File: src/fuzzy_pd_controller_top_macros.svh
// ----------------------------------------------------------------------------
// Fuzzy PD controller assertion macros
// Shared concurrent assertion forms, clocked on clk and held off during reset.
// ----------------------------------------------------------------------------
`ifndef FUZZY_PD_CONTROLLER_TOP_MACROS_SVH
`define FUZZY_PD_CONTROLLER_TOP_MACROS_SVH

// The consequent must hold in the same cycle as the antecedent.
`define FPD_ASSERT_SAME(label, ante, cons, msg) \
    label: assert property (@(posedge clk) disable iff (!rst_n) (ante) |-> (cons)) \
        else $error(msg);

// The consequent must hold in the cycle after the antecedent.
`define FPD_ASSERT_NEXT(label, ante, cons, msg) \
    label: assert property (@(posedge clk) disable iff (!rst_n) (ante) |=> (cons)) \
        else $error(msg);

`endif

File: src/fpd_fifo.sv
// ----------------------------------------------------------------------------
// Fuzzy PD controller queue
// Small register queue with a combinational head, used between the parts.
// ----------------------------------------------------------------------------
`default_nettype none

module fpd_fifo
#(
    parameter int WIDTH = 8,
    parameter int DEPTH = 2
)
(
    input  logic             clk,
    input  logic             rst_n,
    input  logic             push,
    input  logic [WIDTH-1:0] din,
    input  logic             pop,
    output logic [WIDTH-1:0] dout,
    output logic             empty,
    output logic             full
);
    localparam int PTR_W = (DEPTH > 1) ? $clog2(DEPTH) : 1;
    localparam int CNT_W = $clog2(DEPTH + 1);

    logic [WIDTH-1:0] mem_reg [DEPTH];
    logic [PTR_W-1:0] wr_ptr_reg, wr_ptr_next;
    logic [PTR_W-1:0] rd_ptr_reg, rd_ptr_next;
    logic [CNT_W-1:0] count_reg, count_next;
    logic             do_push;
    logic             do_pop;

    // Handshake qualification and pointer stepping.
    always_comb
    begin
        do_push     = push && !full;
        do_pop      = pop && !empty;
        wr_ptr_next = wr_ptr_reg;
        rd_ptr_next = rd_ptr_reg;
        count_next  = count_reg;
        if (do_push)
        begin
            wr_ptr_next = (wr_ptr_reg == PTR_W'(DEPTH - 1)) ? '0 : wr_ptr_reg + 1'b1;
        end
        if (do_pop)
        begin
            rd_ptr_next = (rd_ptr_reg == PTR_W'(DEPTH - 1)) ? '0 : rd_ptr_reg + 1'b1;
        end
        if (do_push && !do_pop)
        begin
            count_next = count_reg + 1'b1;
        end
        else if (do_pop && !do_push)
        begin
            count_next = count_reg - 1'b1;
        end
    end

    // Control state.
    always_ff @(posedge clk or negedge rst_n)
    begin
        if (!rst_n)
        begin
            wr_ptr_reg <= '0;
            rd_ptr_reg <= '0;
            count_reg  <= '0;
        end
        else
        begin
            wr_ptr_reg <= wr_ptr_next;
            rd_ptr_reg <= rd_ptr_next;
            count_reg  <= count_next;
        end
    end

    // Storage.
    always_ff @(posedge clk)
    begin
        if (do_push)
        begin
            mem_reg[wr_ptr_reg] <= din;
        end
    end

    assign dout  = mem_reg[rd_ptr_reg];
    assign empty = (count_reg == '0);
    assign full  = (count_reg == CNT_W'(DEPTH));

endmodule

`default_nettype wire

File: config.mk
export PLATFORM = sky130hd
export DESIGN_NAME = fpd_fifo
export DESIGN_NICKNAME = d
export VERILOG_FILES = /design/src/fuzzy_pd_controller_top_macros.svh /design/src/fpd_fifo.sv
export SDC_FILE = /design/constraint.sdc
export NUM_CORES = 1
export LEC_CHECK = 0
export BUFFER_PORTS_ARGS = -buffer_cell sky130_fd_sc_hd__buf_4
export CAP_MARGIN = 20
export CORE_MARGIN = 1
export CORE_UTILIZATION = 34
export DETAILED_ROUTE_END_ITERATION = 12
export PLACE_DENSITY = 0.54
export SLEW_MARGIN = 15
export SYNTH_ARGS = -nofsm -noshare
export SYNTH_HDL_FRONTEND = slang
export SYNTH_SLANG_ARGS = --single-unit
File: constraint.sdc
create_clock -name clk -period 1.5 [get_ports clk]
set_clock_uncertainty 0.2 [all_clocks]
set_input_delay 0.3 -clock clk [delete_from_list [all_inputs] [get_ports clk]]
set_output_delay 0.3 -clock clk [all_outputs]
set_load 0.005 [all_outputs]
==> reports/results.tsv <==
stage	metric	value	unit
timing	maxSlewHeadroom	0.8640	
flow_run	drv_cap	0	
die	coreArea	2042	um^2
synthesis	seq_area_frac_synth	0.7496	
placement	dp_slack	-0.07125	ns
timing	clock.fmax	560.1	MHz
worst_setup_path	required	1.00	ns
clock_network	path_clk_slew	0.11	ns
drt	vias	507	
timing	drv_slew	0	
die	chipWidth	49.73	um
synthesis	yosysTopAreaCellShare	0.6204	
final_layout	largest_register_ffs	16	
synthesis	synthTopCellsByArea	edfxtp_1, dfrtp_1, mux2_1, xnor2_1, xor2_1	
final_layout	antenna_cells	0	
final_layout	drive_gt1_frac	0.6477	
worst_setup_path	start_kind	flop	
synthesis	ys_ff_latch	20	
placement	hpwl	827.7	um
synthesis	yosysTopAreaCell	edfxtp_1	
drt	ant_nets	0	
power	power_leakage	0.5499	nW
synthesis	synth.distinct_cells	14	
worst_setup_path	critPathKind	flop to output pin	
synthesis	synth_xor_area_frac	0.05654	
synthesis	muxShareOfSynthArea	0.1163	
timing	setup_ws	-0.2854	ns
power	switching_power	0.0006693	W
global_routing	gr-total-overflow	0	
worst_setup_path	cp_max_fo	4	
global_routing	grt_pass1_wl	2421	um
synthesis	synth_area	774.5	um^2
final_layout	num-fill-cells	167	
global_routing	grt_usage	0.1349	
outcome	status	finished, violations left	
synthesis	syn_avg_cell_area	17.60	um^2
clock_network	cts_buffers	3	
outcome	violations	setup timing	
timing	worstMarginPinSlew	0.2041	ns
die	ios	22	
die	die_h	49.73	um
worst_hold_path	hold_class	input port to async pin	
final_layout	postLayoutCellArea	1309	um^2
synthesis	synth_simple_gate_area_frac	0.03877	
die	placementRows	16	
timing	setup_viol	11	
power	clkPwrFrac	0.106	
clock_network	htree_levels	1	
clock_network	cts_root_buffer	clkbuf_4	
die	die_area	2473	um^2
final_layout	syn_to_final_growth	68.98	%
synthesis	synth_top_family_by_area	multiplexers	
timing	setup_tns	-2.391	ns
clock_network	insertion_delay	0.29	ns
drt	drt_wl_total	1339	um
final_layout	nets	102	
synthesis	synthCells	44	
worst_setup_path	crit_path_end_kind	output pin	
placement	place_congestion	0.6996	
synthesis	async_flop_share	0.2000	
synthesis	synth-edff-count	16	
power	peakVddDrop	1.119	mV
drt	routedWlPerCell	11.64	um
timing	fin_hold_ws	0.1327	ns
power	swShare	0.2868	
drt	vias_per_cell	4.409	
placement	port_buffers	21	
synthesis	syn_nets	57	
timing	hold_viol	0	
power	power_density	1783	nW/um^2
worst_setup_path	arrival	1.29	ns
synthesis	synthFlopType	edfxtp_1	
drt	drt_iter0_markers	2	
global_routing	grt_pass1_vias	546	
clock_network	cts_sinks	20	
synthesis	synth_adder_area_share	0.01616	
synthesis	yosysMostFrequentCell	edfxtp_1	
clock_network	clockBufferDepth	2	
clock_network	cts_tree	done	
power	p_int	0.001665	W
power	seqPwrFrac	0.381	
drt	dr.pass1.iters	4	
die	start_util	0.3793	
power	combPwrFrac	0.513	
synthesis	synth_common_cells	edfxtp_1, mux2_1, dfrtp_1	
timing	rsz0062_at_grt	yes	
synthesis	yosys_warnings	0	
timing	min_period	1.785	ns
timing	period_share	1.190	
placement	place_area	1021	um^2
synthesis	synth_compound_area_frac	0.006462	
drt	drc	0	
global_routing	grt_max_degree	12	
global_routing	grt_antenna_before_repair	0	
[what timing repair did]
item                                   CTS  global route
setup buffers                            5             0
resized for setup                       29            10
setup endpoints to repair               11            19
hold buffers                             9             0
endpoints found under the hold margin   20             0
pin swaps                                1             2
[placed cells by master (no fill, tap or decap)]
master / n
inv_2: 2
xor2_1: 1
clkinv_1: 1
dfrtp_1: 1
buf_4: 16
nand2b_4: 1
nor2_2: 1
o21ai_2: 1
and3_2: 1
ha_4: 1
nand2_4: 1
xor2_2: 1
nor2_4: 2
buf_6: 16
edfxtp_1: 16
xnor2_1: 3
dfrtp_2: 3
dlygate4sd3_1: 9
clkbuf_4: 3
mux2_4: 8
[power by group through the flow]
stage / Sequential [W] / Clock (W) / Combinational, W
5_1_grt: 0.000914 / 0.000290 / 0.00129
3_3_place_gp: 0.000894 / 0 / 0.000710
3_5_place_dp: 0.000897 / 0 / 0.000714
6_report: 0.000890 / 0.000247 / 0.00120
2_1_floorplan: 0.000849 / 0 / 0.000395
4_1_cts: 0.000872 / 0.000256 / 0.00113
[worst max-delay path: stages, from the launching register on]
cell and delay [ns]:
dfrtp_2 0.45, buf_6 0.14, mux2_4 0.30, buf_6 0.11
[cells by family (layout without fill, tap and decap cells)]
| group | Yosys count | after routing |
|---|---|---|
| multiplexers | 8 | 8 |
| flip-flops | 20 | 20 |
| buffers and inverters | 3 | 47 |
| XOR/XNOR | 5 | 5 |
| adder cells (fa/ha/maj) | 1 | 1 |
| AND/OR/NAND/NOR | 6 | 6 |
| AO/OA/AOI/OAI | 1 | 1 |
[through the flow]
step	cells	util	power (W)
detailed placement	97	0.5000	0.001611
global placement	97	0.5000	0.001604
global route	115	0.6409	0.002495
CTS	115	0.6232	0.002255
floorplan	44	-	0.001245
finish	115	0.6409	0.002334
[layer usage]
metal | up-vias | wire length (um) | part of all wire | global-route usage
li1 | 247 | - | - | -
met2 | 9 | 751 | 0.56 | 0.2185
met1 | 249 | 534 | 0.40 | 0.1680
met4 | 0 | 14 | 0.010 | 0.07143
met3 | 2 | 38 | 0.028 | 0.02778
met5 | - | 0 | 0 | 0
[worst paths after layout]
path / start / depth (start not counted) / slack [ns] / end
max: rd_ptr_reg / 3 / -0.29 / dout[3]
min: rst_n / 2 / 0.13 / count_reg[0]
max reg2reg: count_reg[0] / 7 / -0.07 / count_reg[1]
min reg2reg: wr_ptr_reg / 1 / 0.35 / wr_ptr_reg
max in group asynchronous: rst_n / 2 / 0.86 / rd_ptr_reg
min in group clk: push / 4 / 0.17 / wr_ptr_reg
[final cells by class]
type	count	area, um^2	area share
flip-flops and latches	20	584.3	0.4465
repair buffers	41	390.4	0.2983
multi-input cells	21	266.5	0.2036
well taps	27	33.78	0.02581
clock buffers	3	22.52	0.01721
inverters	2	7.507	0.005736
clock inverters	1	3.754	0.002868
Note: power is estimated with default switching activity, not from simulation.
