### src/fuzzy_pd_controller_top_macros.svh
// ----------------------------------------------------------------------------
// Fuzzy PD controller assertion macros
// Shared concurrent assertion forms, clocked on clk and held off during reset.
// ----------------------------------------------------------------------------
`ifndef FUZZY_PD_CONTROLLER_TOP_MACROS_SVH
`define FUZZY_PD_CONTROLLER_TOP_MACROS_SVH

// The consequent must hold in the same cycle as the antecedent.
`define FPD_ASSERT_SAME(label, ante, cons, msg) \
    label: assert property (@(posedge clk) disable iff (!rst_n) (ante) |-> (cons)) \
        else $error(msg);

// The consequent must hold in the cycle after the antecedent.
`define FPD_ASSERT_NEXT(label, ante, cons, msg) \
    label: assert property (@(posedge clk) disable iff (!rst_n) (ante) |=> (cons)) \
        else $error(msg);

`endif

### src/fpd_pkg.sv
// ----------------------------------------------------------------------------
// Fuzzy PD controller package
// Shared widths, breakpoints, rule table and the types passed between parts.
// ----------------------------------------------------------------------------
`default_nettype none

package fpd_pkg;

    // Input and weight formats.
    localparam int IN_W      = 16;
    localparam int WF        = 15;
    localparam int W_W       = WF + 1;
    localparam logic [W_W-1:0] ONE_W = W_W'(1) << WF;

    // Table sizes.
    localparam int N_ERR    = 7;
    localparam int N_RATE   = 5;
    localparam int N_LEVELS = 7;
    localparam int N_CELLS  = 4;
    localparam int LEVEL_W  = 8;
    localparam int DRIVE_W  = 16;
    localparam int CODE_W   = 3;
    localparam int SEG_W    = 3;
    localparam int REG_IDX_W = 3;
    localparam int OUT_FRAC = 8;

    // Breakpoints in Q.8.
    localparam logic signed [IN_W-1:0] ERR_PTS [N_ERR] =
        '{-16'sd6144, -16'sd3072, -16'sd1536, 16'sd0, 16'sd1536, 16'sd3072, 16'sd6144};
    localparam logic signed [IN_W-1:0] RATE_PTS [N_RATE] =
        '{-16'sd1664, -16'sd768, 16'sd0, 16'sd768, 16'sd1664};

    // Segment widths are 3 or 7 times a power of two. The distance to the upper
    // breakpoint is shifted so that only a division by 3 or 7 is left.
    localparam int ERR_D_W       = 12;
    localparam int RATE_D_W      = 10;
    localparam int ERR_SH_WIDE   = 5;
    localparam int ERR_SH_NARROW = 6;
    localparam int RATE_SH_OUTER = 8;
    localparam int RATE_SH_INNER = 7;
    localparam int NUM_W         = 18;

    // Reciprocals: floor(n/3) = (n*RECIP3) >> SH3 for n < 2^19,
    // floor(n/7) = (n*RECIP7) >> SH7 for n < 349525.
    localparam int RECIP_W = 19;
    localparam int PROD_W  = NUM_W + RECIP_W;
    localparam logic [RECIP_W-1:0] RECIP3 = 19'd174763;
    localparam logic [RECIP_W-1:0] RECIP7 = 19'd299594;
    localparam int SH3 = 19;
    localparam int SH7 = 21;

    // Rule table: error row by rate column gives an output level code.
    localparam logic [CODE_W-1:0] RULE_MAP [N_ERR][N_RATE] = '{
        '{3'd1, 3'd1, 3'd1, 3'd0, 3'd0},
        '{3'd4, 3'd2, 3'd1, 3'd0, 3'd0},
        '{3'd6, 3'd4, 3'd1, 3'd1, 3'd0},
        '{3'd3, 3'd3, 3'd0, 3'd3, 3'd3},
        '{3'd0, 3'd1, 3'd1, 3'd4, 3'd6},
        '{3'd0, 3'd0, 3'd1, 3'd2, 3'd4},
        '{3'd0, 3'd0, 3'd1, 3'd1, 3'd1}
    };

    localparam logic [LEVEL_W-1:0] LEVEL_RESET [N_LEVELS] =
        '{8'd0, 8'd15, 8'd20, 8'd35, 8'd50, 8'd80, 8'd120};

    // Queue depths.
    localparam int MID_DEPTH = 8;
    localparam int OUT_DEPTH = 2;

    // One classified request: four rule cells with codes and strengths.
    typedef struct packed {
        logic [N_CELLS-1:0][CODE_W-1:0] code;
        logic [N_CELLS-1:0][W_W-1:0]    strength;
    } fpd_item_t;

    // One configuration write.
    typedef struct packed {
        logic                 en;
        logic [REG_IDX_W-1:0] index;
        logic [LEVEL_W-1:0]   data;
    } cfg_write_t;

endpackage

`default_nettype wire

### src/fpd_back.sv
// ----------------------------------------------------------------------------
// Fuzzy PD controller back end
// Holds the output levels and forms the weighted average with a pipelined divider.
// ----------------------------------------------------------------------------
`default_nettype none

module fpd_back
(
    input  logic                          clk,
    input  logic                          rst_n,
    input  fpd_pkg::cfg_write_t           cfg,
    input  fpd_pkg::fpd_item_t            mid_item,
    input  logic                          mid_empty,
    output logic                          mid_pop,
    input  logic                          out_full,
    output logic                          out_push,
    output logic [fpd_pkg::DRIVE_W-1:0]   out_drive
);
    import fpd_pkg::*;

    localparam int DEN_W      = W_W + 2;
    localparam int PP_W       = W_W + LEVEL_W;
    localparam int SUM_W      = PP_W + 3;
    localparam int REM_W      = SUM_W + OUT_FRAC;
    localparam int DIV_STAGES = DRIVE_W;

    logic [LEVEL_W-1:0]  level_reg [N_LEVELS];
    logic                adv;

    // Per-code weights.
    logic [N_LEVELS-1:0][W_W-1:0] wc;
    logic [DEN_W-1:0]    den_calc;
    logic                b1_v_reg;
    logic [N_LEVELS-1:0][W_W-1:0] wc_reg;
    logic [DEN_W-1:0]    den1_reg;

    // Products.
    logic                b2_v_reg;
    logic [N_LEVELS-1:0][PP_W-1:0] pp_reg;
    logic [DEN_W-1:0]    den2_reg;

    // Numerator.
    logic [SUM_W-1:0]    num_calc;
    logic                b3_v_reg;
    logic [SUM_W-1:0]    num3_reg;
    logic [DEN_W-1:0]    den3_reg;

    // Divider stages.
    logic                dv_v_reg  [DIV_STAGES];
    logic [REM_W-1:0]    rem_reg   [DIV_STAGES];
    logic [DEN_W-1:0]    dden_reg  [DIV_STAGES];
    logic [DRIVE_W-1:0]  q_reg     [DIV_STAGES];
    logic                src_v     [DIV_STAGES];
    logic [REM_W-1:0]    src_rem   [DIV_STAGES];
    logic [DEN_W-1:0]    src_den   [DIV_STAGES];
    logic [DRIVE_W-1:0]  src_q     [DIV_STAGES];

    // The whole back end holds while a finished result cannot enter the output queue.
    assign adv     = !(dv_v_reg[DIV_STAGES-1] && out_full);
    assign mid_pop = adv && !mid_empty;

    // Output level registers.
    always_ff @(posedge clk or negedge rst_n)
    begin
        if (!rst_n)
        begin
            for (int c = 0; c < N_LEVELS; c++)
            begin
                level_reg[c] <= LEVEL_RESET[c];
            end
        end
        else if (cfg.en)
        begin
            for (int c = 0; c < N_LEVELS; c++)
            begin
                if (cfg.index == REG_IDX_W'(c))
                begin
                    level_reg[c] <= cfg.data;
                end
            end
        end
    end

    // At most one surviving cell carries each code, so its weight is an OR.
    always_comb
    begin
        den_calc = '0;
        for (int c = 0; c < N_LEVELS; c++)
        begin
            wc[c] = '0;
            for (int i = 0; i < N_CELLS; i++)
            begin
                if (mid_item.code[i] == CODE_W'(c))
                begin
                    wc[c] = wc[c] | mid_item.strength[i];
                end
            end
        end
        for (int i = 0; i < N_CELLS; i++)
        begin
            den_calc = den_calc + DEN_W'(mid_item.strength[i]);
        end
    end

    always_comb
    begin
        num_calc = '0;
        for (int c = 0; c < N_LEVELS; c++)
        begin
            num_calc = num_calc + SUM_W'(pp_reg[c]);
        end
    end

    // Valid bits of the accumulate stages.
    always_ff @(posedge clk or negedge rst_n)
    begin
        if (!rst_n)
        begin
            b1_v_reg <= 1'b0;
            b2_v_reg <= 1'b0;
            b3_v_reg <= 1'b0;
        end
        else if (adv)
        begin
            b1_v_reg <= mid_pop;
            b2_v_reg <= b1_v_reg;
            b3_v_reg <= b2_v_reg;
        end
    end

    // Weights, products and numerator sum.
    always_ff @(posedge clk)
    begin
        if (adv)
        begin
            wc_reg   <= wc;
            den1_reg <= den_calc;
            for (int c = 0; c < N_LEVELS; c++)
            begin
                pp_reg[c] <= PP_W'(wc_reg[c]) * PP_W'(level_reg[c]);
            end
            den2_reg <= den1_reg;
            num3_reg <= num_calc;
            den3_reg <= den2_reg;
        end
    end

    // Restoring divider, one quotient bit per stage, most significant first.
    genvar k;
    generate
        for (k = 0; k < DIV_STAGES; k++)
        begin : g_div
            localparam int BIT = DIV_STAGES - 1 - k;
            logic [REM_W-1:0] trial;
            logic             ge;

            if (k == 0)
            begin : g_first
                assign src_v[k]   = b3_v_reg;
                assign src_rem[k] = REM_W'(num3_reg) << OUT_FRAC;
                assign src_den[k] = den3_reg;
                assign src_q[k]   = '0;
            end
            else
            begin : g_rest
                assign src_v[k]   = dv_v_reg[k-1];
                assign src_rem[k] = rem_reg[k-1];
                assign src_den[k] = dden_reg[k-1];
                assign src_q[k]   = q_reg[k-1];
            end

            assign trial = REM_W'(src_den[k]) << BIT;
            assign ge    = (src_rem[k] >= trial);

            always_ff @(posedge clk or negedge rst_n)
            begin
                if (!rst_n)
                begin
                    dv_v_reg[k] <= 1'b0;
                end
                else if (adv)
                begin
                    dv_v_reg[k] <= src_v[k];
                end
            end

            always_ff @(posedge clk)
            begin
                if (adv)
                begin
                    rem_reg[k]  <= ge ? (src_rem[k] - trial) : src_rem[k];
                    dden_reg[k] <= src_den[k];
                    q_reg[k]    <= src_q[k] | (ge ? (DRIVE_W'(1) << BIT) : '0);
                end
            end
        end
    endgenerate

    // A zero divisor cannot arise from the table, but would give zero drive.
    assign out_push  = adv && dv_v_reg[DIV_STAGES-1];
    assign out_drive = (dden_reg[DIV_STAGES-1] == '0) ? '0 : q_reg[DIV_STAGES-1];

endmodule

`default_nettype wire

### config.mk
export PLATFORM = sky130hd
export DESIGN_NAME = fpd_back
export DESIGN_NICKNAME = d
export VERILOG_FILES = /design/src/fuzzy_pd_controller_top_macros.svh /design/src/fpd_pkg.sv /design/src/fpd_back.sv
export SDC_FILE = /design/constraint.sdc
export NUM_CORES = 2
export LEC_CHECK = 0
export ABC_AREA = 1
export BUFFER_PORTS_ARGS = -buffer_cell sky130_fd_sc_hd__buf_2
export CORE_UTILIZATION = 50
export DETAILED_ROUTE_END_ITERATION = 6
export GPL_ROUTABILITY_DRIVEN = 0
export MAX_ROUTING_LAYER = met4
export PLACE_DENSITY = 0.65
export SLEW_MARGIN = 20
export SYNTH_ARGS = -nofsm -noshare
export SYNTH_HDL_FRONTEND = slang
export SYNTH_SLANG_ARGS = --single-unit
export TNS_END_PERCENT = 5
### constraint.sdc
create_clock -name clk -period 108 [get_ports clk]
set_input_delay 21.6 -clock clk [delete_from_list [all_inputs] [get_ports clk]]
set_output_delay 21.6 -clock clk [all_outputs]
set_load 0.03 [all_outputs]
==> flow_summary.ini <==
[sta]
drv_slew = 0
final-setup-viol-count = 0
finalHoldViolCount = 0
relSlewSlack = 0.275
finClkSkew_ns = 0.0310
setup_ws_ns = 63.24
post-route-min-period_ns = 44.76
fin_tns_setup_ns = 0
fmax_mhz = 22.3
finalCritPeriodShare = 0.414
timing.hold.ws_ns = 0.406
grt_setup_unrepaired = no
worst_pin_slew_ns = 1.09

[worst_setup_path]
arrival_ns = 23.16
cpPeakStageDelay_ns = 0.58
worst-path-buf-inv = 3
crit_top_cell = buf_2
slowest_stage = clkinv_1
r2r_setup_slack_ns = 102.48
crit_chain = buf_2, nand2_4, clkinv_1, nor2_1, buf_2
path_delay_family = buffers and inverters
startpoint_type = primary input
rr_worst_depth = 6
startpoint = out_full
worstSetupPathType = primary input to output pin
worstSetupEndpointType = output pin
r2r_end = dden_reg[1][107]
rr_startpoint = dv_v_reg[0]
path_max_fanout = 48
worstPathRequired_ns = 86.40

[synth]
ys_async_sr_fraction = 0.0580
synth_area_mm2 = 0.107
synthFlopType = edfxtp_1
synth.area.top_cells = edfxtp_1 34%, fa_1 14%, nand2_1 13%
synth_seq_cells = 1293
synth_largest_type_area_fraction = 0.342
syn-instance-count = 13206
yosysTopAreaCell = edfxtp_1
synth_edf_count = 1218
syn-num-nets = 14692
synth.distinct_cells = 51
syn_area_per_cell_um2 = 8.10
yosysSeqAreaShare = 0.360
yosys_warnings = 0

[hold_path]
min_path_cells = 0
hp-start = q_reg[1][94]
hp-class = flop to flop
holdPathEnd = q_reg[1][110]

[die]
dieHeight_um = 464
dieArea_mm2 = 0.216
core-area_mm2 = 0.212
ios = 110
fp.dieW_um = 464
rows = 169
start_util = 0.504

[clock_network]
cts.clk_slew.worst_paths_ns = 0.06
cts_tree = built
cts-resized-gates = 0
clkLatencyLatePin_ns = 0.82
htree_levels = 4
cts_buffers = 149
cts_root_buf = clkbuf_16
clock-sinks = 1293
cts_setup_buffers = 0
ctsHoldBuffers = 0
clk_path_buf_depth = 3

[cells_and_area]
final_common_cell = nand2_1
layout-drive-gt1-share = 0.0358
largest_reg_flops = 433
nFillCells = 19495
fin_area_mm2 = 0.115
multiInputGateArea_mm2 = 0.0557
mostFrequentLayoutCells = 3672 x nand2_1, 3001 x inv_1, 1218 x edfxtp_1
layout.area.seq_mm2 = 0.0385
area_growth_pct = 7.33
nets = 14664

[route]
vias = 87321
wirelength_um = 300000
drc = 101
drtIter0Drc = 10059
vias_per_cell = 5.42
firstDrtPassIters = 7
antenna_left = 0
wl_per_cell_um = 18.6

[global_route]
grt_pass1_wl_um = 466000
grt_start_max_net_pins = 172
antenna_found_initial = 8
grt_pass1_vias = 84557
gr-total-overflow = 0
grt_usage = 0.284

[placed_design]
port_buffers = 109
dpl-instance-area_mm2 = 0.110
hpwl_um = 238000
dp_slack_ns = 63.21

[flow_run]
max-cap-violations = 0

[outcome]
outcome = complete, but fails checks
violations = DRC
cell usage after synthesis (50+ instances only):
| master | count |
|---|---|
| nand3_1 | 526 |
| xnor2_1 | 107 |
| inv_1 | 3001 |
| nor3_1 | 136 |
| o21ai_0 | 463 |
| nand2_1 | 3673 |
| ha_1 | 641 |
| dfrtp_1 | 57 |
| nand4_1 | 192 |
| fa_1 | 753 |
| clkbuf_1 | 251 |
| o21ai_1 | 76 |
| edfxtp_1 | 1218 |
| a221oi_1 | 88 |
| a21oi_1 | 571 |
| xor2_1 | 212 |
| nor2_1 | 871 |
| nand3b_1 | 50 |
final cells by class:
class / instances / area share
sequential: 1293 / 0.335
clock buffer: 182 / 0.0346
clock inverter: 89 / 0.00772
tap: 2821 / 0.0307
multi-input combinational: 8571 / 0.486
inverter: 3019 / 0.0987
timing repair buffer: 144 / 0.00735
antenna: 3 / 0.0000654
layer usage:
layer | share of wire | up-vias | wire length (um) | track usage
met5 | 0 | - | 0 | -
met4 | 0.049 | 0 | 14600 | 0.123
met3 | 0.095 | 759 | 28400 | 0.0502
met2 | 0.44 | 4213 | 131000 | 0.425
met1 | 0.42 | 41182 | 125000 | 0.378
li1 | - | 41167 | - | -
kinds of logic (layout without fill, tap and decap cells):
| group | after synthesis | in the layout | synth area share |
|---|---|---|---|
| compound gates | 1323 | 1323 | 0.0681 |
| flops | 1293 | 1293 | 0.360 |
| xor+xnor | 319 | 319 | 0.0261 |
| fa+ha+maj | 1394 | 1394 | 0.216 |
| buf+inv | 3342 | 3434 | 0.119 |
| other cells | 0 | 3 | 0 |
| simple gates | 5535 | 5535 | 0.211 |
worst reg2reg max path: stages (launching register included):
cell,delay [ns]
dfrtp_1,0.40
nand2_4,0.47
buf_4,0.80
buf_4,0.70
buf_4,0.96
buf_4,0.80
buf_4,0.96
metrics by stage:
| stage | instances | util |
|---|---|---|
| final | 16122 | 0.541 |
| after global routing | 16121 | 0.541 |
| after CTS | 16118 | 0.541 |
| after detailed placement | 15847 | 0.518 |
| after global placement | 15847 | 0.518 |
| after floorplan | 13206 | - |
how the worst max path moves through the flow:
| stage | end | slack, ns | cells after the start |
|---|---|---|---|
| floorplan | dden_reg[0][0] | 51.29 | 2 |
| global placement | mid_pop | 63.21 | 5 |
| detailed placement | mid_pop | 63.21 | 5 |
| CTS | mid_pop | 63.21 | 5 |
| global route | mid_pop | 63.00 | 5 |
| finish | mid_pop | 63.24 | 5 |
Power is left out: the tool's default activity adds up to more than one toggle a clock period on the data nets, which glitch-free logic cannot reach.
