[config.mk]
export PLATFORM = sky130hd
export DESIGN_NAME = fpd_front
export DESIGN_NICKNAME = d
export VERILOG_FILES = /design/src/fuzzy_pd_controller_top_macros.svh /design/src/fpd_pkg.sv /design/src/fpd_front.sv
export SDC_FILE = /design/constraint.sdc
export NUM_CORES = 1
export LEC_CHECK = 0
export ABC_AREA = 1
export BUFFER_PORTS_ARGS = -buffer_cell sky130_fd_sc_hd__clkbuf_2
export CORE_MARGIN = 10
export CORE_UTILIZATION = 65
export CTS_CLUSTER_SIZE = 12
export DETAILED_ROUTE_END_ITERATION = 16
export PLACE_DENSITY_LB_ADDON = 0.1
export SYNTH_ARGS = -nofsm -noshare
export SYNTH_HDL_FRONTEND = slang
export SYNTH_SLANG_ARGS = --single-unit
[constraint.sdc]
create_clock -name clk -period 17.9 [get_ports clk]
set_input_delay 0.895 -clock clk [delete_from_list [all_inputs] [get_ports clk]]
set_output_delay 0.895 -clock clk [all_outputs]
set_load 0.02 [all_outputs]
[src/fuzzy_pd_controller_top_macros.svh]
// ----------------------------------------------------------------------------
// Fuzzy PD controller assertion macros
// Shared concurrent assertion forms, clocked on clk and held off during reset.
// ----------------------------------------------------------------------------
`ifndef FUZZY_PD_CONTROLLER_TOP_MACROS_SVH
`define FUZZY_PD_CONTROLLER_TOP_MACROS_SVH

// The consequent must hold in the same cycle as the antecedent.
`define FPD_ASSERT_SAME(label, ante, cons, msg) \
    label: assert property (@(posedge clk) disable iff (!rst_n) (ante) |-> (cons)) \
        else $error(msg);

// The consequent must hold in the cycle after the antecedent.
`define FPD_ASSERT_NEXT(label, ante, cons, msg) \
    label: assert property (@(posedge clk) disable iff (!rst_n) (ante) |=> (cons)) \
        else $error(msg);

`endif

[src/fpd_pkg.sv]
// ----------------------------------------------------------------------------
// Fuzzy PD controller package
// Shared widths, breakpoints, rule table and the types passed between parts.
// ----------------------------------------------------------------------------
`default_nettype none

package fpd_pkg;

    // Input and weight formats.
    localparam int IN_W      = 16;
    localparam int WF        = 15;
    localparam int W_W       = WF + 1;
    localparam logic [W_W-1:0] ONE_W = W_W'(1) << WF;

    // Table sizes.
    localparam int N_ERR    = 7;
    localparam int N_RATE   = 5;
    localparam int N_LEVELS = 7;
    localparam int N_CELLS  = 4;
    localparam int LEVEL_W  = 8;
    localparam int DRIVE_W  = 16;
    localparam int CODE_W   = 3;
    localparam int SEG_W    = 3;
    localparam int REG_IDX_W = 3;
    localparam int OUT_FRAC = 8;

    // Breakpoints in Q.8.
    localparam logic signed [IN_W-1:0] ERR_PTS [N_ERR] =
        '{-16'sd6144, -16'sd3072, -16'sd1536, 16'sd0, 16'sd1536, 16'sd3072, 16'sd6144};
    localparam logic signed [IN_W-1:0] RATE_PTS [N_RATE] =
        '{-16'sd1664, -16'sd768, 16'sd0, 16'sd768, 16'sd1664};

    // Segment widths are 3 or 7 times a power of two. The distance to the upper
    // breakpoint is shifted so that only a division by 3 or 7 is left.
    localparam int ERR_D_W       = 12;
    localparam int RATE_D_W      = 10;
    localparam int ERR_SH_WIDE   = 5;
    localparam int ERR_SH_NARROW = 6;
    localparam int RATE_SH_OUTER = 8;
    localparam int RATE_SH_INNER = 7;
    localparam int NUM_W         = 18;

    // Reciprocals: floor(n/3) = (n*RECIP3) >> SH3 for n < 2^19,
    // floor(n/7) = (n*RECIP7) >> SH7 for n < 349525.
    localparam int RECIP_W = 19;
    localparam int PROD_W  = NUM_W + RECIP_W;
    localparam logic [RECIP_W-1:0] RECIP3 = 19'd174763;
    localparam logic [RECIP_W-1:0] RECIP7 = 19'd299594;
    localparam int SH3 = 19;
    localparam int SH7 = 21;

    // Rule table: error row by rate column gives an output level code.
    localparam logic [CODE_W-1:0] RULE_MAP [N_ERR][N_RATE] = '{
        '{3'd1, 3'd1, 3'd1, 3'd0, 3'd0},
        '{3'd4, 3'd2, 3'd1, 3'd0, 3'd0},
        '{3'd6, 3'd4, 3'd1, 3'd1, 3'd0},
        '{3'd3, 3'd3, 3'd0, 3'd3, 3'd3},
        '{3'd0, 3'd1, 3'd1, 3'd4, 3'd6},
        '{3'd0, 3'd0, 3'd1, 3'd2, 3'd4},
        '{3'd0, 3'd0, 3'd1, 3'd1, 3'd1}
    };

    localparam logic [LEVEL_W-1:0] LEVEL_RESET [N_LEVELS] =
        '{8'd0, 8'd15, 8'd20, 8'd35, 8'd50, 8'd80, 8'd120};

    // Queue depths.
    localparam int MID_DEPTH = 8;
    localparam int OUT_DEPTH = 2;

    // One classified request: four rule cells with codes and strengths.
    typedef struct packed {
        logic [N_CELLS-1:0][CODE_W-1:0] code;
        logic [N_CELLS-1:0][W_W-1:0]    strength;
    } fpd_item_t;

    // One configuration write.
    typedef struct packed {
        logic                 en;
        logic [REG_IDX_W-1:0] index;
        logic [LEVEL_W-1:0]   data;
    } cfg_write_t;

endpackage

`default_nettype wire

[src/fpd_front.sv]
// ----------------------------------------------------------------------------
// Fuzzy PD controller front end
// Fuzzifies error and rate, picks the four rule cells and their strengths.
// ----------------------------------------------------------------------------
`default_nettype none

module fpd_front
(
    input  logic                              clk,
    input  logic                              rst_n,
    input  logic                              in_valid,
    input  logic signed [fpd_pkg::IN_W-1:0]   error,
    input  logic signed [fpd_pkg::IN_W-1:0]   error_rate,
    output logic                              out_push,
    output fpd_pkg::fpd_item_t                out_item
);
    import fpd_pkg::*;

    // Stage 1 signals.
    logic [SEG_W-1:0]        e_seg, r_seg;
    logic                    e_below, e_above, r_below, r_above, r_div7;
    logic signed [IN_W-1:0]  e_hi, r_hi;
    logic signed [IN_W:0]    e_diff, r_diff;
    logic [NUM_W-1:0]        e_num, r_num;

    logic                    v1_reg;
    logic [SEG_W-1:0]        e_seg1_reg, r_seg1_reg;
    logic                    e_below1_reg, e_above1_reg, r_below1_reg, r_above1_reg;
    logic                    r_div71_reg;
    logic [NUM_W-1:0]        e_num1_reg, r_num1_reg;

    // Stage 2 signals.
    logic                    v2_reg;
    logic [SEG_W-1:0]        e_seg2_reg, r_seg2_reg;
    logic                    e_below2_reg, e_above2_reg, r_below2_reg, r_above2_reg;
    logic                    r_div72_reg;
    logic [PROD_W-1:0]       e_prod_reg, r_prod_reg;

    // Stage 3 signals.
    logic [W_W-1:0]          e_w0, e_w1, r_w0, r_w1;
    logic [N_CELLS-1:0][W_W-1:0]    s_calc;
    logic [N_CELLS-1:0][CODE_W-1:0] c_calc;
    logic                    v3_reg;
    logic [N_CELLS-1:0][W_W-1:0]    s3_reg;
    logic [N_CELLS-1:0][CODE_W-1:0] c3_reg;
    logic [N_CELLS-1:0][W_W-1:0]    s_kept;

    // Segment choice and distance to the upper breakpoint of that segment.
    always_comb
    begin
        e_seg = '0;
        for (int j = 1; j < N_ERR - 1; j++)
        begin
            if (error > ERR_PTS[j])
            begin
                e_seg = e_seg + 1'b1;
            end
        end
        r_seg = '0;
        for (int j = 1; j < N_RATE - 1; j++)
        begin
            if (error_rate > RATE_PTS[j])
            begin
                r_seg = r_seg + 1'b1;
            end
        end
        e_below = (error <= ERR_PTS[0]);
        e_above = (error >= ERR_PTS[N_ERR-1]);
        r_below = (error_rate <= RATE_PTS[0]);
        r_above = (error_rate >= RATE_PTS[N_RATE-1]);
        e_hi    = ERR_PTS[e_seg + 1'b1];
        r_hi    = RATE_PTS[r_seg + 1'b1];
        e_diff  = (IN_W+1)'(e_hi) - (IN_W+1)'(error);
        r_diff  = (IN_W+1)'(r_hi) - (IN_W+1)'(error_rate);
        // Outer error segments are twice as wide as the inner ones.
        if (e_seg == '0 || e_seg == SEG_W'(N_ERR - 2))
        begin
            e_num = NUM_W'(e_diff[ERR_D_W-1:0]) << ERR_SH_WIDE;
        end
        else
        begin
            e_num = NUM_W'(e_diff[ERR_D_W-1:0]) << ERR_SH_NARROW;
        end
        // Outer rate segments are 3.5 wide and need a division by 7.
        r_div7 = (r_seg == '0 || r_seg == SEG_W'(N_RATE - 2));
        if (r_div7)
        begin
            r_num = NUM_W'(r_diff[RATE_D_W-1:0]) << RATE_SH_OUTER;
        end
        else
        begin
            r_num = NUM_W'(r_diff[RATE_D_W-1:0]) << RATE_SH_INNER;
        end
    end

    // Valid bits of the three stages.
    always_ff @(posedge clk or negedge rst_n)
    begin
        if (!rst_n)
        begin
            v1_reg <= 1'b0;
            v2_reg <= 1'b0;
            v3_reg <= 1'b0;
        end
        else
        begin
            v1_reg <= in_valid;
            v2_reg <= v1_reg;
            v3_reg <= v2_reg;
        end
    end

    // Stage 1 and stage 2 payload: reciprocal multiply.
    always_ff @(posedge clk)
    begin
        e_seg1_reg   <= e_seg;
        r_seg1_reg   <= r_seg;
        e_below1_reg <= e_below;
        e_above1_reg <= e_above;
        r_below1_reg <= r_below;
        r_above1_reg <= r_above;
        r_div71_reg  <= r_div7;
        e_num1_reg   <= e_num;
        r_num1_reg   <= r_num;

        e_seg2_reg   <= e_seg1_reg;
        r_seg2_reg   <= r_seg1_reg;
        e_below2_reg <= e_below1_reg;
        e_above2_reg <= e_above1_reg;
        r_below2_reg <= r_below1_reg;
        r_above2_reg <= r_above1_reg;
        r_div72_reg  <= r_div71_reg;
        e_prod_reg   <= PROD_W'(e_num1_reg) * PROD_W'(RECIP3);
        r_prod_reg   <= PROD_W'(r_num1_reg) * PROD_W'(r_div71_reg ? RECIP7 : RECIP3);
    end

    // Memberships, cell strengths and rule codes.
    always_comb
    begin
        if (e_below2_reg)
        begin
            e_w0 = ONE_W;
        end
        else if (e_above2_reg)
        begin
            e_w0 = '0;
        end
        else
        begin
            e_w0 = W_W'(e_prod_reg >> SH3);
        end
        if (r_below2_reg)
        begin
            r_w0 = ONE_W;
        end
        else if (r_above2_reg)
        begin
            r_w0 = '0;
        end
        else if (r_div72_reg)
        begin
            r_w0 = W_W'(r_prod_reg >> SH7);
        end
        else
        begin
            r_w0 = W_W'(r_prod_reg >> SH3);
        end
        e_w1 = ONE_W - e_w0;
        r_w1 = ONE_W - r_w0;
        s_calc[0] = (e_w0 <= r_w0) ? e_w0 : r_w0;
        s_calc[1] = (e_w1 <= r_w0) ? e_w1 : r_w0;
        s_calc[2] = (e_w0 <= r_w1) ? e_w0 : r_w1;
        s_calc[3] = (e_w1 <= r_w1) ? e_w1 : r_w1;
        c_calc[0] = RULE_MAP[e_seg2_reg][r_seg2_reg];
        c_calc[1] = RULE_MAP[e_seg2_reg + 1'b1][r_seg2_reg];
        c_calc[2] = RULE_MAP[e_seg2_reg][r_seg2_reg + 1'b1];
        c_calc[3] = RULE_MAP[e_seg2_reg + 1'b1][r_seg2_reg + 1'b1];
    end

    always_ff @(posedge clk)
    begin
        s3_reg <= s_calc;
        c3_reg <= c_calc;
    end

    // Cells that share a code keep only the strongest; a tie goes to the later cell.
    always_comb
    begin
        s_kept = s3_reg;
        for (int i = 0; i < N_CELLS - 1; i++)
        begin
            for (int j = i + 1; j < N_CELLS; j++)
            begin
                if (c3_reg[i] == c3_reg[j])
                begin
                    if (s_kept[i] > s_kept[j])
                    begin
                        s_kept[j] = '0;
                    end
                    else
                    begin
                        s_kept[i] = '0;
                    end
                end
            end
        end
    end

    assign out_push          = v3_reg;
    assign out_item.code     = c3_reg;
    assign out_item.strength = s_kept;

endmodule

`default_nettype wire

==> impl_metrics.py, run 1 <==
metrics = {
    "floorplan": {
        "die_h_um": 199,
        "die_w_um": 199,
        "coreArea_um2": 31600,
        "initial_utilization_pct": 66.0,
        "ios": 112,
        "die_area_um2": 39700,
        "rows": 65,
    },
    "place": {
        "portBuffers": 111,
        "place_congestion": 0.971,
        "dp_hpwl_um": 48300,
    },
    "timing": {
        "whs_ns": 0.217,
        "finalCritPeriodShare_pct": 62.3,
        "final_max_slew_viol_count": 0,
        "period_needed_ns": 11.16,
        "setup_viol": 0,
        "maxSlewHeadroom_pct": 22.3,
        "tns_ns": 0,
        "grt_setup_unrepaired": "no",
        "fmax_mhz": 89.6,
        "worst_pin_slew_ns": 1.16,
        "hold_viol": 0,
        "skew_ns": 0.0195,
    },
    "synth": {
        "yosys.area_share.simple_pct": 20.3,
        "synth.distinct_cells": 61,
        "synth_area_per_cell_um2": 7.50,
        "synthAdderAreaFrac_pct": 39.1,
        "synth-seq-cells": 159,
        "synth-xor-area-share_pct": 3.93,
        "synth_edf_count": 0,
        "syn_inst": 2783,
        "synth.area.mux_share_pct": 0,
        "synth_top_family_by_area": "adder cells",
        "synth_top_area_share_pct": 25.5,
        "ys_seq_area_share_pct": 15.3,
        "ys_warn_count": 0,
        "synth_compound_area_share_pct": 10.4,
        "synth_flop_cell": "dfxtp_1",
        "yosysTopAreaCell": "ha_1",
        "synth.area.top_cells": "ha_1 (25%), dfxtp_1 (15%), fa_1 (14%), inv_1 (9.6%), nand2_1 (8.8%)",
        "syn_area_um2": 20900,
        "async_reset_ff_share_pct": 1.89,
    },
    "route": {
        "wl_per_cell_um": 17.3,
        "vias": 18600,
        "wl_met1_um": 23600,
        "wl_met2_um": 26900,
        "drt_iter0_drc": 1264,
        "wl_met3_um": 3900,
        "top_layer": "met4",
        "detail-route-antenna-nets": 0,
        "via_per_inst": 5.65,
        "drc": 0,
        "wirelength_um": 56800,
        "drt_first_pass_iters": 8,
    },
    "clocking": {
        "cts_made_buffers": 17,
        "cts_hold_buf": 0,
        "cts_max_level": 4,
        "worst_skew_pair.late_latency_ns": 0.46,
        "clock_sinks": 159,
        "clk_pin_slew_ns": 0.07,
        "cts-root-buf": "clkbuf_16",
        "cts_tree": "built",
        "cts_setup_buffers": 0,
        "post_cts_resized": 0,
        "cts_buffer_depth": 2,
    },
    "critical_path": {
        "cp.required_ns": 17.01,
        "worstSetupEndpointType": "primary output",
        "worstSetupPathType": "flip-flop to primary output",
        "cp_slowest_cell": "a21oi_1",
        "max_stage_delay_ns": 0.87,
        "cp.arrival_ns": 10.26,
        "critPathLaunchType": "flip-flop",
        "critical_path.most_common_cell": "nand2_1",
        "cp_max_fo": 32,
    },
    "grt": {
        "overflow": 0,
        "antenna_found_initial": 0,
        "grt_max_degree": 33,
        "track_usage_pct": 28.9,
        "grt_pass1_vias": 18500,
        "grt_pass1_wl_um": 91300,
    },
    "status": {
        "run_status": "finished clean",
    },
    "final_layout": {
        "drive_gt1_share_pct": 7.13,
        "n_antenna_cell": 0,
        "largest_reg_flops": 64,
        "final_nets": 3480,
        "syn_to_final_growth_pct": 7.33,
    },
    "worst_hold_path": {
        "min_path_type": "input port to async pin",
    },
    "run": {
        "drv_cap": 0,
    },
}
-- metal layers --
metal / vias up / global-route usage (%)
met5: - / 0
met4: 0 / 13.6
met3: 130 / 4.29
met2: 647 / 48.9
met1: 8671 / 35.5
li1: 9149 / -
-- cells by family after synthesis --
logic type,Yosys count
other cells,2
simple gates,986
fa+ha+maj,567
flops,159
compound gates,385
xor+xnor,92
buf+inv,592
-- worst max-delay path: cells and delay by family, from the launching register on --
kind | cells | cell delay, ns
flip-flops | 1 | 0.35
buffers and inverters | 6 | 1.04
AND/OR/NAND/NOR | 22 | 4.13
AO/OA/AOI/OAI | 13 | 2.69
adder cells (fa/ha/maj) | 5 | 1.58
-- Yosys cell counts, types with 12 or more instances --
master	number
ha_1	425
nand3_1	112
nand2_2	15
xnor2_1	43
nor2_1	246
inv_1	532
clkbuf_1	39
a21oi_1	155
fa_1	142
nor3_1	50
xor2_1	47
nand2_1	487
o21ai_0	121
o21bai_1	12
dfxtp_1	156
o21ai_1	23
nand4_1	24
-- cell type report --
cell class	count	area, um^2
Multi-Input combinational cell	2047	15500
Inverter	542	2040
Timing Repair Buffer	111	556
Clock inverter	13	188
Sequential cell	159	3200
Clock buffer	19	454
Tap cell	402	503
Fill cell	2667	9240
-- metrics by stage --
stage	cell area (um^2)	setup WS, ns	util [%]	cells
after floorplan	20900	9.77	-	2798
after global placement	21800	7.83	68.8	3261
after detailed placement	21800	7.44	68.8	3261
after CTS	22400	6.89	70.8	3293
after global routing	22400	5.65	70.8	3293
final	22400	6.74	70.8	3293
-- layout by cell type, fill, tap and decap left out, types with 5 or more instances in the layout --
master | synthesis | final
a211oi_1 | 8 | 8
a21o_1 | 6 | 6
a21oi_1 | 155 | 155
a31oi_1 | 7 | 7
clkbuf_16 | 0 | 18
clkbuf_2 | 0 | 111
conb_1 | 2 | 17
dfxtp_1 | 156 | 156
fa_1 | 142 | 142
ha_1 | 425 | 425
inv_1 | 532 | 532
inv_2 | 9 | 9
nand2_1 | 487 | 487
nand2_2 | 15 | 15
nand3_1 | 112 | 112
nand3b_1 | 5 | 5
nand4_1 | 24 | 24
nor2_1 | 246 | 246
nor2_2 | 7 | 7
nor2_4 | 5 | 5
nor3_1 | 50 | 50
nor3_2 | 8 | 8
nor4_1 | 9 | 9
o211ai_1 | 6 | 6
o21a_1 | 8 | 8
o21ai_0 | 121 | 121
o21ai_1 | 23 | 23
o21bai_1 | 12 | 12
o221ai_1 | 7 | 7
o22ai_1 | 5 | 5
o32ai_1 | 5 | 5
xnor2_1 | 43 | 43
xor2_1 | 47 | 47
-- final timing paths --
path                                  startpoint                endpoint  slack [ns]  cells after the start
hold / removal                             rst_n      out_push$_DFF_PN0_        0.22                      1
hold reg to reg            e_seg1_reg[1]$_DFF_P_   e_seg2_reg[1]$_DFF_P_        0.33                      0
min in group clk           e_seg1_reg[1]$_DFF_P_   e_seg2_reg[1]$_DFF_P_        0.33                      0
setup reg to reg             r_div71_reg$_DFF_P_  r_prod_reg[33]$_DFF_P_       11.81                     22
max in group asynchronous                  rst_n        v2_reg$_DFF_PN0_       17.58                      1
setup / recovery              s3_reg[17]$_DFF_P_            out_item[34]        6.74                     46
Power of run 1 is left out: the tool's default activity adds up to more than one toggle a clock period on the data nets, which glitch-free logic cannot reach.
==> run 2, diff against run 1 <==
--- a/config.mk
+++ b/config.mk
@@ -8,7 +8,7 @@
 export ABC_AREA = 1
 export BUFFER_PORTS_ARGS = -buffer_cell sky130_fd_sc_hd__clkbuf_2
 export CORE_MARGIN = 10
-export CORE_UTILIZATION = 65
+export CORE_UTILIZATION = 64
 export CTS_CLUSTER_SIZE = 12
 export DETAILED_ROUTE_END_ITERATION = 16
 export PLACE_DENSITY_LB_ADDON = 0.1
==> constraint.sdc (replaced) <==
create_clock -name clk -period 10.9 [get_ports clk]
set_input_delay 0.545 -clock clk [delete_from_list [all_inputs] [get_ports clk]]
set_output_delay 0.545 -clock clk [all_outputs]
set_load 0.02 [all_outputs]
==> run 2 against run 1 <==
Register-to-register slack lost 7.1 ns. Final cell count grew 1.4%. Hold slack got worse by 0.028 ns. Clock skew down 0.0099 ns. Non-clock buffer count grew 6. Routed wire length grew 1.6%. Die area rose by 1.4%. Final area up 0.40%. Highest routed layer unchanged.
==> impl_metrics.py, run 2 (synthesis results as in run 1) <==
metrics = {
    "place": {
        "portBuffers": 111,
        "pre_cts_slack_ns": 0.746,
        "dp_hpwl_um": 48900,
        "place_congestion": 1.02,
    },
    "timing": {
        "skew_ns": 0.00961,
        "maxSlewHeadroom_pct": 24.9,
        "whs_ns": 0.189,
        "period_needed_ns": 9.71,
        "final_max_slew_viol_count": 0,
        "tns_ns": 0,
        "fmax_mhz": 103,
        "setup_viol": 0,
        "hold_viol": 0,
        "grt_setup_unrepaired": "no",
        "finalCritPeriodShare_pct": 89.1,
        "worst_pin_slew_ns": 1.13,
        "fin_ws_ns": 1.19,
    },
    "critical_path": {
        "critPathTopFamily": "simple AND/OR/NAND/NOR gates",
        "max_stage_delay_ns": 0.45,
        "cp_max_fo": 32,
        "worstSetupPathType": "flip-flop to primary output",
        "r2r_cells": 22,
        "cp.arrival_ns": 9.16,
        "cp_slowest_cell": "nor2_2",
        "critical_path.most_common_cell": "nand2_1",
        "critPathLaunchType": "flip-flop",
        "cp.depth": 49,
        "worstSetupEndpointType": "primary output",
        "cp.required_ns": 10.36,
        "crit_buf_inv": 8,
    },
    "route": {
        "detail-route-antenna-nets": 0,
        "wl_per_cell_um": 17.3,
        "drt_iter0_drc": 1344,
        "via_per_inst": 5.53,
        "vias": 18500,
        "drc": 0,
        "wirelength_um": 57800,
        "drt_first_pass_iters": 7,
    },
    "clocking": {
        "clk_pin_slew_ns": 0.08,
        "cts_made_buffers": 17,
        "worst_skew_pair.late_latency_ns": 0.46,
        "cts-root-buf": "clkbuf_16",
        "cts_tree": "built",
        "cts_max_level": 4,
        "clock_sinks": 159,
        "cts_buffer_depth": 2,
    },
    "run": {
        "drv_cap": 0,
    },
    "final_layout": {
        "final_cell_mix": "inv_1 (531), nand2_1 (485), ha_1 (425), nor2_1 (245), dfxtp_1 (156)",
        "mostFrequentLayoutCell": "inv_1",
        "n_antenna_cell": 0,
        "drive_gt1_share_pct": 7.49,
        "syn_to_final_growth_pct": 7.75,
        "final_nets": 3486,
        "largest_reg_flops": 64,
    },
    "floorplan": {
        "coreArea_um2": 32400,
        "die_area_um2": 40200,
        "rows": 66,
        "ios": 112,
        "initial_utilization_pct": 64.5,
        "die_w_um": 201,
        "die_h_um": 201,
    },
    "grt": {
        "overflow": 0,
        "track_usage_pct": 28.5,
        "antenna_found_initial": 0,
        "grt_pass1_vias": 18300,
        "grt_pass1_wl_um": 93100,
        "grt_max_degree": 33,
    },
    "worst_hold_path": {
        "min_path_type": "input port to flip-flop",
        "hold_path_depth": 1,
    },
    "status": {
        "run_status": "finished clean",
    },
}
==> run 2: final cells by class <==
cell class | instances | area [um^2]
Clock buffer | 17 | 425
Timing Repair Buffer | 117 | 603
Fill cell | 2805 | 9880
Tap cell | 442 | 553
Clock inverter | 15 | 193
Multi-Input combinational cell | 2047 | 15500
Sequential cell | 159 | 3200
Inverter | 542 | 2040
==> run 2: worst reg2reg max path, delay by kind of cell (launching register included) <==
family / cells / cell delay (ns)
xor gates and xnor gates: 1 / 0.15
adders and majority gates: 7 / 3.03
and+or+nand+nor: 7 / 0.66
buffers and inverters: 4 / 0.43
DFF: 1 / 0.88
AOI/OAI and AO/OA: 3 / 0.93
==> run 2: what timing repair did <==
action | CTS | global route
gates resized for setup | 0 | 5
setup endpoints to repair | 0 | 32
endpoints found under the hold margin | 3 | 0
buffers inserted | 0 | 4
hold buffers | 1 | 0
==> run 2: through the flow <==
step	std cells	utilization (%)	cell area (um^2)
2_1_floorplan	2798	-	20900
3_3_place_gp	3302	67.4	21800
3_5_place_dp	3302	67.4	21800
4_1_cts	3335	69.3	22400
5_1_grt	3339	69.5	22500
6_report	3339	69.5	22500
==> run 2: worst paths after layout <==
check	slack, ns	start	end
max in group asynchronous	10.39	rst_n	out_push$_DFF_PN0_
min in group asynchronous	0.41	rst_n	v1_reg$_DFF_PN0_
max	1.19	s3_reg[29]$_DFF_P_	out_item[50]
max reg2reg	4.74	r_div71_reg$_DFF_P_	r_prod_reg[33]$_DFF_P_
min reg2reg	0.33	e_seg1_reg[2]$_DFF_P_	e_seg2_reg[2]$_DFF_P_
min	0.19	in_valid	v1_reg$_DFF_PN0_
==> run 2: metal layers <==
| metal | track usage [%] | up-vias | wire length, um |
|---|---|---|---|
| met5 | 0 | - | 0 |
| li1 | - | 9152 | - |
| met1 | 35.7 | 8566 | 25000 |
| met2 | 47.0 | 601 | 26800 |
| met3 | 4.21 | 143 | 3150 |
| met4 | 14.2 | 0 | 2790 |
Power of run 2 is left out for the same reason.
